<file path="src/hw/rtl/tpba_pkg.sv">
// ----------------------------------------------------------------------------
// tpba_pkg
// Shared types and constants of the thread page bump allocator.
// ----------------------------------------------------------------------------
`default_nettype none

package tpba_pkg;

   localparam int THREADS = 128;
   localparam int TID_W   = $clog2(THREADS);

   typedef enum logic [2:0] {
      OP_ALLOC   = 3'd0,
      OP_BIND    = 3'd1,
      OP_RELEASE = 3'd2,
      OP_CLAMP   = 3'd3,
      OP_COLLECT = 3'd4
   } op_type;

   typedef enum logic [1:0] {
      ST_PAGE    = 2'd0,
      ST_NEWPAGE = 2'd1,
      ST_NOSPACE = 2'd2
   } status_type;

   typedef enum logic [1:0] {
      CSR_HEAP_BYTES = 2'd0,
      CSR_PAGE_BYTES = 2'd1,
      CSR_HEAP_BASE  = 2'd2
   } csr_type;

   typedef enum logic [2:0] {
      S_IDLE,
      S_TAKE,
      S_RESERVE,
      S_COMMIT,
      S_MODIFY,
      S_SWEEP,
      S_RESPOND
   } state_type;

   typedef struct packed {
      logic [2:0]  operation;
      logic [6:0]  thread_id;
      logic [31:0] alloc_bytes;
      logic [31:0] new_used_bytes;
   } req_type;

   typedef struct packed {
      logic [1:0]  status;
      logic [47:0] address;
      logic [31:0] used_bytes;
   } rsp_type;

   typedef struct packed {
      logic [31:0] cursor;
      logic [31:0] end_off;
      logic [31:0] limit;
   } page_type;

   // commands from the controller to the datapath
   typedef struct packed {
      logic capture;
      logic take;
      logic reserve;
      logic commit;
      logic modify;
      logic sweep;
   } cmd_type;

   // status from the datapath to the controller
   typedef struct packed {
      logic fast_ok;
      logic tid_ok;
      logic reserve_ok;
      logic sweep_last;
   } stat_type;

endpackage

`default_nettype wire

</file>
<file path="src/hw/rtl/tpba_ctrl.sv">
// ----------------------------------------------------------------------------
// tpba_ctrl
// Sequencer: steps each request through page take, chunk reserve, page
// sweep or bookkeeping update, then strobes the response.
// ----------------------------------------------------------------------------
`default_nettype none

module tpba_ctrl
   import tpba_pkg::*;
(
   input  wire logic       clock,
   input  wire logic       reset,
   input  wire logic       start,
   input  wire logic [2:0] operation,
   input  wire stat_type   stat,
   output cmd_type         cmd,
   output logic            busy,
   output logic            rsp_valid
);

   state_type state_ff;
   state_type state_in;
   logic      accept;

   assign accept = start && (state_ff == S_IDLE || state_ff == S_RESPOND);

   always_ff @(posedge clock) begin
      if (reset) begin
         state_ff <= S_IDLE;
      end else begin
         state_ff <= state_in;
      end
   end

   always_comb begin
      state_in = state_ff;
      unique case (state_ff)
         S_IDLE, S_RESPOND: begin
            if (start) begin
               case (operation)
                  OP_ALLOC: state_in = S_TAKE;
                  OP_CLAMP: state_in = S_SWEEP;
                  default:  state_in = S_MODIFY;
               endcase
            end else begin
               state_in = S_IDLE;
            end
         end
         S_TAKE: begin
            if (!stat.fast_ok && stat.tid_ok) begin
               state_in = S_RESERVE;
            end else begin
               state_in = S_RESPOND;
            end
         end
         S_RESERVE: begin
            state_in = stat.reserve_ok ? S_COMMIT : S_RESPOND;
         end
         S_COMMIT: state_in = S_RESPOND;
         S_MODIFY: state_in = S_RESPOND;
         S_SWEEP: begin
            state_in = stat.sweep_last ? S_RESPOND : S_SWEEP;
         end
         default: state_in = S_IDLE;
      endcase
   end

   always_comb begin
      cmd         = '0;
      cmd.capture = accept;
      cmd.take    = (state_ff == S_TAKE);
      cmd.reserve = (state_ff == S_RESERVE);
      cmd.commit  = (state_ff == S_COMMIT);
      cmd.modify  = (state_ff == S_MODIFY);
      cmd.sweep   = (state_ff == S_SWEEP);
      busy        = !(state_ff == S_IDLE || state_ff == S_RESPOND);
      rsp_valid   = (state_ff == S_RESPOND);
   end

endmodule

`default_nettype wire

</file>
<file path="config.mk">
export PLATFORM = sky130hd
export DESIGN_NAME = tpba_ctrl
export DESIGN_NICKNAME = d
export VERILOG_FILES = /design/src/hw/rtl/tpba_pkg.sv /design/src/hw/rtl/tpba_ctrl.sv
export SDC_FILE = /design/constraint.sdc
export NUM_CORES = 1
export LEC_CHECK = 0
export CELL_PAD_IN_SITES_DETAIL_PLACEMENT = 1
export CELL_PAD_IN_SITES_GLOBAL_PLACEMENT = 2
export CORE_AREA = 4 4 41 43
export DETAILED_ROUTE_END_ITERATION = 16
export DIE_AREA = 0 0 45 47
export DONT_BUFFER_PORTS = 1
export PLACE_DENSITY_LB_ADDON = 0.05
export SLEW_MARGIN = 40
export SYNTH_ARGS = -nofsm -noshare
export SYNTH_HDL_FRONTEND = slang
export SYNTH_SLANG_ARGS = --single-unit
</file>
<file path="constraint.sdc">
create_clock -name clock -period 3.4 [get_ports clock]
set_clock_uncertainty 0.1 [all_clocks]
set_input_delay 0.34 -clock clock [delete_from_list [all_inputs] [get_ports clock]]
set_output_delay 0.34 -clock clock [all_outputs]
set_load 0.01 [all_outputs]
</file>
* Word level (Yosys, flattened, before mapping) *
Index checks and enable logic that the tools add are counted.

storage, ports and cells
  register bits = 3
  bits of input ports = 10
  output and inout port bits = 8
  logic and storage cells = 23

operators by class
  equal/unequal tests = 7
  mux-type cells = 6
  reductions and logical operators = 9

operator list
  operator              number
  $pmux W3 S5           1
  $eq A3 B2 Y1 const B  3
  $eq A3 B3 Y1 const B  3
  $mux W3               3
  $logic_not A3 Y1      2
  $pmux W3 S2           1
  $reduce_or A2 Y1      2
  $eq A3 B1 Y1 const B  1
  $logic_and A1 B1 Y1   2
  $logic_not A1 Y1      2
  $mux W2               1
  $logic_or A1 B1 Y1    1

* Longest topological paths before layout *
Gate-level depths: netlist (run 1).

  depth after elaboration = 4
  depth in mapped cells = 3
  gate-level depth less buffers = 3

* Worst setup path before layout (run 1) *
No wires, ideal clock.

  path type = register -> output
  start = register state_ff[1]
  end = output port cmd[3] (netlist bit)
  arrival time = 898 ps
  required time = 2960 ps
  slack = 2062 ps
  cell stages (with the launch flop) = 3
  buffers on the path = 1
  cells stage by stage = dfxtp_1 buf_2 nor3b_1

RTL lines
  item                      line             text
  start: declaration        tpba_ctrl.sv:21  state_type state_ff;
  start signal: assignment  tpba_ctrl.sv:31  state_ff <= state_in;
  end: declaration          tpba_ctrl.sv:16  output cmd_type cmd,

* Worst setup path after layout (run 1) *
  start = register state_ff[1]
  end = output port busy

between the ends
  word-level cells in the longest chain between the ends = 3
  elaborated cells between the ends (all ways) = 4
  classes of those cells = eq/ne (1); reduce/logical (3)

ends and longest elaborated chain
  item                                              line             text
  $eq A3 B3 Y1 or $logic_not A3 Y1 (tied branches)  tpba_ctrl.sv:76  busy = !(state_ff == S_IDLE || state_ff == S_RESPOND);
  $logic_or A1 B1 Y1 (*)                            tpba_ctrl.sv:76
  $logic_not A1 Y1 (*)                              tpba_ctrl.sv:76
  end: declaration                                  tpba_ctrl.sv:17  output logic busy,

Mark *: on every way between the ends. The rest lies on a longest branch, timed or not.

==> metrics.txt, run 1 <==
num rows=13; Hold EP=state_ff[2]$_SDFF_PP0_; Clk Latency, worst-skew pair=0.23 ns; initial antenna violation count=0; Post-Route WL=718 µm; YS warnings=0; most frequent cells in the layout=nor3b_1 (3), and3b_1 (3), clkbuf_4 (3), dfxtp_1 (3); Slew headroom=0.693; Final Max Tran Viols=0; ys flop type=dfxtp_1; Hold Path Class=in -> reg; P_leak=0.127 nW; share of cells above drive strength 1=0.176; Residual DRC=0; die width=45 µm; required time of the critical path=2.96 ns; drt first pass iters=3; largest family of logic cells by synthesized area=simple AND/OR/NAND/NOR gates; gpl congestion=0.655; reg2reg start=state_ff[1]$_SDFF_PP0_; Synth Area in Compound Gates=0.262; # diodes=0; Worst Hold Depth=1; cts repair resizes=0; CP Cell Sequence=xor2_1 -> or2_2; Crit Path Class=reg -> out; largest net degree at the start of global routing=16; highest net fanout along the worst path=15; unrepaired setup endpoints after global routing=no; CTS Root Cell=clkbuf_4; global-route wire length before repair=1130 µm; max reg flops=3; remaining antenna violation count=0; Initial Util=0.220; height of the die=47 µm; Seq cells post-synth=3; Synth Area in Simple Gates=0.376; Finish-stage setup viols=0; final-report hold violation count=0; fmax=562 MHz; vias in the first global route=251; CTS Buffer Depth=2; critical path arrival=1.34 ns; drt wl/cell=14.7 µm; Via density=5.22; Synth Area in XOR/XNOR=0.0611; Crit. End Element=primary output; Yosys cell types=22; CTS tree=built; reg2reg setup slack=1.92 ns; TritonCTS Buffers=3; critical path's slowest cell=dfxtp_1; status=finished clean; gr usage total=0.0758; Tcrit/Tclk final=0.524; measured slew at the worst slew-check pin=0.460 ns; Port Buf Inserts=0; cells after synthesis=34; area of the die=2120 µm²; H-Tree Depth=1; initial DRC count=4; CORE AREA=1300 µm²; Worst R2R End=state_ff[0]$_SDFF_PP0_; Layout area overhead=7.86%; cells on worst reg2reg path=3; syn_area_per_cell=8.43 µm²; max_cap viols=0; Most flops, register=state_ff; Seq/Total Area, Yosys=0.210; Startpoint Class=flip-flop; Net Count, Synth=44; Pwr Density=577 nW/µm²; post-synthesis adder-cell area fraction=0; Tmin final=1.78 ns; TNS Setup=0 ns; EDFF count, synth=0; post-route core utilization=0.238; hold path startpoint=reset; CP peak stage delay=0.60 ns; CTS clk-pin slew, worst paths=0.04 ns; worst vdd ir=158 µV; clk sinks=3; hold buffers post-CTS=0; mux cell area share after synthesis=0; ys async rst share=0; DR vias=256; Largest regs=state_ff (3); IO Count=18; Final Net Count=45; Synth Cell Area=287 µm²; Post-CTS Setup Bufs=0; gr ovfl total=0
where the power goes:
| group | internal, W | total, W | switching, W |
|---|---|---|---|
| logic | 0.0000272 | 0.0000536 | 0.0000265 |
| registers | 0.0000414 | 0.0000617 | 0.0000204 |
| clock network | 0.0000440 | 0.0000631 | 0.0000191 |
how the worst max path moves through the flow:
stage,to,from,slack [ns]
6_report,busy,state_ff[1]$_SDFF_PP0_,1.62
5_1_grt,busy,state_ff[1]$_SDFF_PP0_,1.50
4_1_cts,busy,state_ff[1]$_SDFF_PP0_,1.61
3_5_place_dp,busy,state_ff[1]$_SDFF_PP0_,1.87
3_3_place_gp,busy,state_ff[1]$_SDFF_PP0_,1.90
2_1_floorplan,cmd[3],state_ff[1]$_SDFF_PP0_,2.06
through the flow:
stage / setup slack, ns / total power, W / hold slack, ns / cells / instance area (µm²)
after floorplan: 2.06 / 0.000114 / 0.306 / 34 / 287
after global placement: 1.90 / 0.000116 / 0.315 / 45 / 283
after detailed placement: 1.87 / 0.000117 / 0.314 / 45 / 283
after CTS: 1.61 / 0.000184 / 0.0605 / 49 / 309
after global routing: 1.50 / 0.000195 / 0.0605 / 49 / 309
final: 1.62 / 0.000178 / 0.0722 / 49 / 309
cell families after synthesis:
kind of cell	after synthesis
and+or+nand+nor	15
DFF	3
buffers and inverters	5
xor gates and xnor gates	2
AOI/OAI and AO/OA	9
critical path: cells and delay by family, from the launching register on:
family | cells | cell delay (ns)
XOR/XNOR | 1 | 0.17
AND/OR/NAND/NOR | 1 | 0.34
flip-flops | 1 | 0.60
final cells by class:
cell class                 count  area, µm²
clock buffer                   4       26.3
fill                         168        992
inverter                       1       3.75
multi-input combinational     26        200
sequential                     3       60.1
tap                           15       18.8
cells in the mapped netlist (2+ instances only):
master | n | area (µm²)
and3b_1 | 3 | 26.3
buf_2 | 3 | 15.0
dfxtp_1 | 3 | 60.1
nor3b_1 | 3 | 22.5
nor2_1 | 2 | 7.51
nor3_1 | 2 | 10.0
o21a_1 | 2 | 15.0
xor2_1 | 2 | 17.5
routing by layer:
metal | GRT usage | vias up | wire length [µm]
li1 | - | 126 | -
met1 | 0.0816 | 117 | 316
met2 | 0.124 | 13 | 304
met3 | 0.0268 | 0 | 96
met4 | 0.0526 | 0 | 0
met5 | 0 | - | 0
No activity file was read; power rests on OpenSTA's default activity.
==> run 2, diff against run 1 <==
==> constraint.sdc (replaced) <==
create_clock -name clock -period 1.5 [get_ports clock]
set_clock_uncertainty 0.1 [all_clocks]
set_input_delay 0.15 -clock clock [delete_from_list [all_inputs] [get_ports clock]]
set_output_delay 0.15 -clock clock [all_outputs]
set_load 0.01 [all_outputs]
==> metrics.txt, run 2 (synthesis results as in run 1) <==
status=finished clean; most frequent cells in the layout=buf_4 (4), nor3b_2 (3), and3b_1 (3), clkbuf_4 (3), dfxtp_1 (3); critical path's slowest cell=dfxtp_1; Pwr Density=1190 nW/µm²; height of the die=47 µm; Post-CTS Setup Bufs=0; Flop pwr share=0.256; CTS tree=built; worst vdd ir=345 µV; Final Max Tran Viols=0; vias in the first global route=286; CP peak stage delay=0.44 ns; Hold Path Class=in -> reg; Slew headroom=0.819; share of cells above drive strength 1=0.333; CP Cell Sequence=xor2_1 -> or2_2; drt wl/cell=14.1 µm; final-report hold violation count=0; CTS Root Cell=clkbuf_4; die width=45 µm; Crit Path Class=reg -> out; # diodes=0; Clk pwr share=0.322; initial antenna violation count=0; hpwl dp=630 µm; area of the die=2120 µm²; Tmin final=1.38 ns; fmax=723 MHz; Port Buf Inserts=0; Int Power=0.000278 W; num rows=13; Initial Util=0.220; Crit. End Element=primary output; CTS Buffer Depth=2; Startpoint Class=flip-flop; TritonCTS Buffers=3; gpl congestion=0.651; largest net degree at the start of global routing=12; H-Tree Depth=1; design area=364 µm²; fillers=166; Largest regs=state_ff (3); Most flops, register=state_ff; IO Count=18; drt first pass iters=2; max reg flops=3; remaining antenna violation count=0; P_sw=0.000155 W; global-route wire length before repair=1150 µm; critical path arrival=1.13 ns; cell family with most CP delay=flip-flops; Layout area overhead=27.1%; initial DRC count=3; CTS clk-pin slew, worst paths=0.04 ns; commonest non-fill, non-tap cell in the layout=buf_4; Post-Route WL=760 µm; Worst Path Buf+Inv=0; unrepaired setup endpoints after global routing=no; Via density=5.24; Sw Share=0.359; max_cap viols=0; Residual DRC=0; Tcrit/Tclk final=0.923; DR vias=283; Final Net Count=50; CORE AREA=1300 µm²; Finish-stage setup viols=0; measured slew at the worst slew-check pin=0.269 ns; Comb power frac=0.422; Clk Latency, worst-skew pair=0.23 ns; TNS Setup=0 ns; clk sinks=3; P_leak=0.161 nW; dpl cell area=313 µm²; gr usage total=0.0789; highest net fanout along the worst path=8; gr ovfl total=0; required time of the critical path=1.25 ns
run 2: power by group through the flow:
stage / Sequential [W] / Combinational (W) / Clock (W)
final: 0.000111 / 0.000183 / 0.000139
after floorplan: 0.000107 / 0.000151 / 0
after global placement: 0.000113 / 0.000170 / 0
after CTS: 0.000112 / 0.000182 / 0.000149
after detailed placement: 0.000113 / 0.000175 / 0
after global routing: 0.000115 / 0.000197 / 0.000149
run 2: metrics by stage:
step | instances | hold WS (ns) | utilization | worst slack (ns) | total power, W
after CTS | 54 | 0.0456 | 0.272 | 0.0450 | 0.000443
final | 54 | 0.0534 | 0.280 | 0.116 | 0.000433
after floorplan | 34 | 0.116 | - | 0.316 | 0.000258
after detailed placement | 49 | 0.122 | 0.240 | 0.239 | 0.000288
after global routing | 54 | 0.0568 | 0.280 | 0.0190 | 0.000461
after global placement | 49 | 0.117 | 0.240 | 0.251 | 0.000283
run 2: final timing paths:
path,from,to,slack [ns],cells past startpoint
max,state_ff[1]$_SDFF_PP0_,busy,0.12,2
min,operation[2],state_ff[0]$_SDFF_PP0_,0.05,2
max reg2reg,state_ff[0]$_SDFF_PP0_,state_ff[0]$_SDFF_PP0_,0.25,4
min reg2reg,state_ff[2]$_SDFF_PP0_,state_ff[2]$_SDFF_PP0_,0.59,2
run 2: metal layers:
| metal | vias up | share of wire | global-route usage |
|---|---|---|---|
| met1 | 132 | 0.38 | 0.0612 |
| met2 | 13 | 0.48 | 0.130 |
| met3 | 0 | 0.14 | 0.0575 |
| met5 | - | 0 | 0 |
| li1 | 138 | - | - |
| met4 | 0 | 0 | 0.0702 |
run 2: what timing repair did:
| action | 4_1_cts | 5_1_grt |
|---|---|---|
| gates resized for setup | 1 | 2 |
| endpoints found under the setup margin | 1 | 2 |
| hold buffers | 1 | 0 |
| endpoints found under the hold margin | 3 | 0 |
run 2: area by class of cell:
cell class	count	area [µm²]	share of cell area
Clock buffer	4	26.3	0.0722
Inverter	1	3.75	0.0103
Timing Repair Buffer	5	40.0	0.110
Tap cell	15	18.8	0.0515
Multi-Input combinational cell	26	215	0.591
Sequential cell	3	60.1	0.165
run 2: worst register-to-register path, delay by kind of cell, from the launching register on:
family          cells  cell delay [ns]
simple gates        1             0.18
buf+inv             1             0.17
flops               1             0.31
compound gates      2             0.37
==> run 3, diff against run 2 <==
--- a/config.mk
+++ b/config.mk
@@ -5,6 +5,7 @@
 export SDC_FILE = /design/constraint.sdc
 export NUM_CORES = 1
 export LEC_CHECK = 0
+export CAP_MARGIN = 20
 export CELL_PAD_IN_SITES_DETAIL_PLACEMENT = 1
 export CELL_PAD_IN_SITES_GLOBAL_PLACEMENT = 2
 export CORE_AREA = 4 4 41 43
==> constraint.sdc (replaced) <==
create_clock -name clock -period 1.7 [get_ports clock]
set_clock_uncertainty 0.1 [all_clocks]
set_input_delay 0.17 -clock clock [delete_from_list [all_inputs] [get_ports clock]]
set_output_delay 0.17 -clock clock [all_outputs]
set_load 0.01 [all_outputs]
==> metrics.txt, run 3 (synthesis results as in run 1) <==
CTS Root Cell=clkbuf_4; worst vdd ir=263 µV; Worst Hold Depth=2; reg2reg start=state_ff[1]$_SDFF_PP0_; Post-Route WL=778 µm; CTS tree=built; CORE AREA=1300 µm²; Via density=5.12; status=finished clean; area of the die=2120 µm²; Tot Pwr=0.000372 W; P_leak=0.142 nW; share of cells above drive strength 1=0.216; CP peak stage delay=0.46 ns; Post-Place Setup Slack=0.339 ns; TritonCTS Buffers=3; largest net degree at the start of global routing=14; Tmin final=1.51 ns; max_cap viols=0; height of the die=47 µm; most frequent cells in the layout=nor3b_1 (3), and3b_1 (3), clkbuf_4 (3), dfxtp_1 (3); max reg flops=3; initial antenna violation count=0; Setup crit start=state_ff[1]$_SDFF_PP0_; Hold Path Class=in -> reg; cells on worst reg2reg path=3; Final Net Count=48; vias in the first global route=294; Crit. End Element=primary output; global-route wire length before repair=1310 µm; Hold EP=state_ff[0]$_SDFF_PP0_; gr ovfl total=0; TNS Setup=0 ns; Most flops, register=state_ff; Worst R2R End=state_ff[0]$_SDFF_PP0_; num rows=13; setup ws final=0.190 ns; unrepaired setup endpoints after global routing=no; measured slew at the worst slew-check pin=0.393 ns; Largest regs=state_ff (3); initial DRC count=3; DR vias=266; Pwr Density=1110 nW/µm²; Residual DRC=0; drt first pass iters=2; Startpoint Class=flip-flop; # diodes=0; Finish-stage setup viols=0; Tcrit/Tclk final=0.888; hold path startpoint=operation[2]; die width=45 µm; remaining antenna violation count=0; drt wl/cell=15.0 µm; hpwl dp=618 µm; gr usage total=0.0852; Port Buf Inserts=0; reg2reg setup slack=0.37 ns; CTS clk-pin slew, worst paths=0.04 ns; final-report hold violation count=0; Final Max Tran Viols=0; clk sinks=3; fmax=662 MHz; CTS Buffer Depth=2; Slew headroom=0.737; Post-CTS Setup Bufs=0; Clk Latency, worst-skew pair=0.23 ns; required time of the critical path=1.43 ns; gpl congestion=0.717; Initial Util=0.220; critical path arrival=1.24 ns; Layout area overhead=16.6%; H-Tree Depth=1; CP Cell Sequence=buf_4 -> nor3b_1; critical path's slowest cell=dfxtp_1; IO Count=18; Crit Path Class=reg -> out; highest net fanout along the worst path=8
## run 3: critical path, delay by kind of cell (launching register included)
| family | cells | cell delay (ns) |
|---|---|---|
| AND/OR/NAND/NOR | 1 | 0.35 |
| flip-flops | 1 | 0.46 |
| buffers and inverters | 1 | 0.20 |
## run 3: worst max-delay path by stage
stage / to / slack [ns] / depth (start not counted)
2_1_floorplan: state_ff[0]$_SDFF_PP0_ / 0.52 / 3
3_3_place_gp: state_ff[0]$_SDFF_PP0_ / 0.35 / 3
3_5_place_dp: state_ff[0]$_SDFF_PP0_ / 0.34 / 3
4_1_cts: cmd[3] / 0.14 / 2
5_1_grt: cmd[3] / 0.08 / 2
6_report: cmd[3] / 0.19 / 2
## run 3: cell type report
type	instances	area, µm²
flip-flops and latches	3	60.1
multi-input cells	26	200
fillers	170	967
clock buffers	4	26.3
well taps	15	18.8
inverters	1	3.75
repair buffers	3	25.0
## run 3: stage by stage
step	hold slack (ns)	std cells	instance area, µm²	utilization
after detailed placement	0.141	47	298	0.229
after floorplan	0.136	34	287	-
final	0.0796	52	334	0.257
after global placement	0.138	47	298	0.229
after global routing	0.0767	52	334	0.257
after CTS	0.0769	52	334	0.257
## run 3: what timing repair did
item                      4_1_cts  5_1_grt
hold buffers                    1        0
resized for setup               0        0
hold endpoints to repair        3        0
## run 3: report_power, final
| group | total [W] | internal (W) | switching [W] | leakage (nW) |
|---|---|---|---|---|
| combinational | 0.000141 | 0.0000668 | 0.0000744 | 0.102 |
| clock | 0.000125 | 0.0000880 | 0.0000373 | 0.0150 |
| sequential | 0.000106 | 0.0000828 | 0.0000228 | 0.0248 |
## run 3: metal layers
layer  vias up  routed length (µm)  share of wire  track usage
li1        131                   -              -            -
met1       122                 357           0.46        0.111
met2        13                 344           0.44        0.124
met3         0                  76          0.098       0.0345
met4         0                   0              0       0.0351
met5         -                   0              0            0
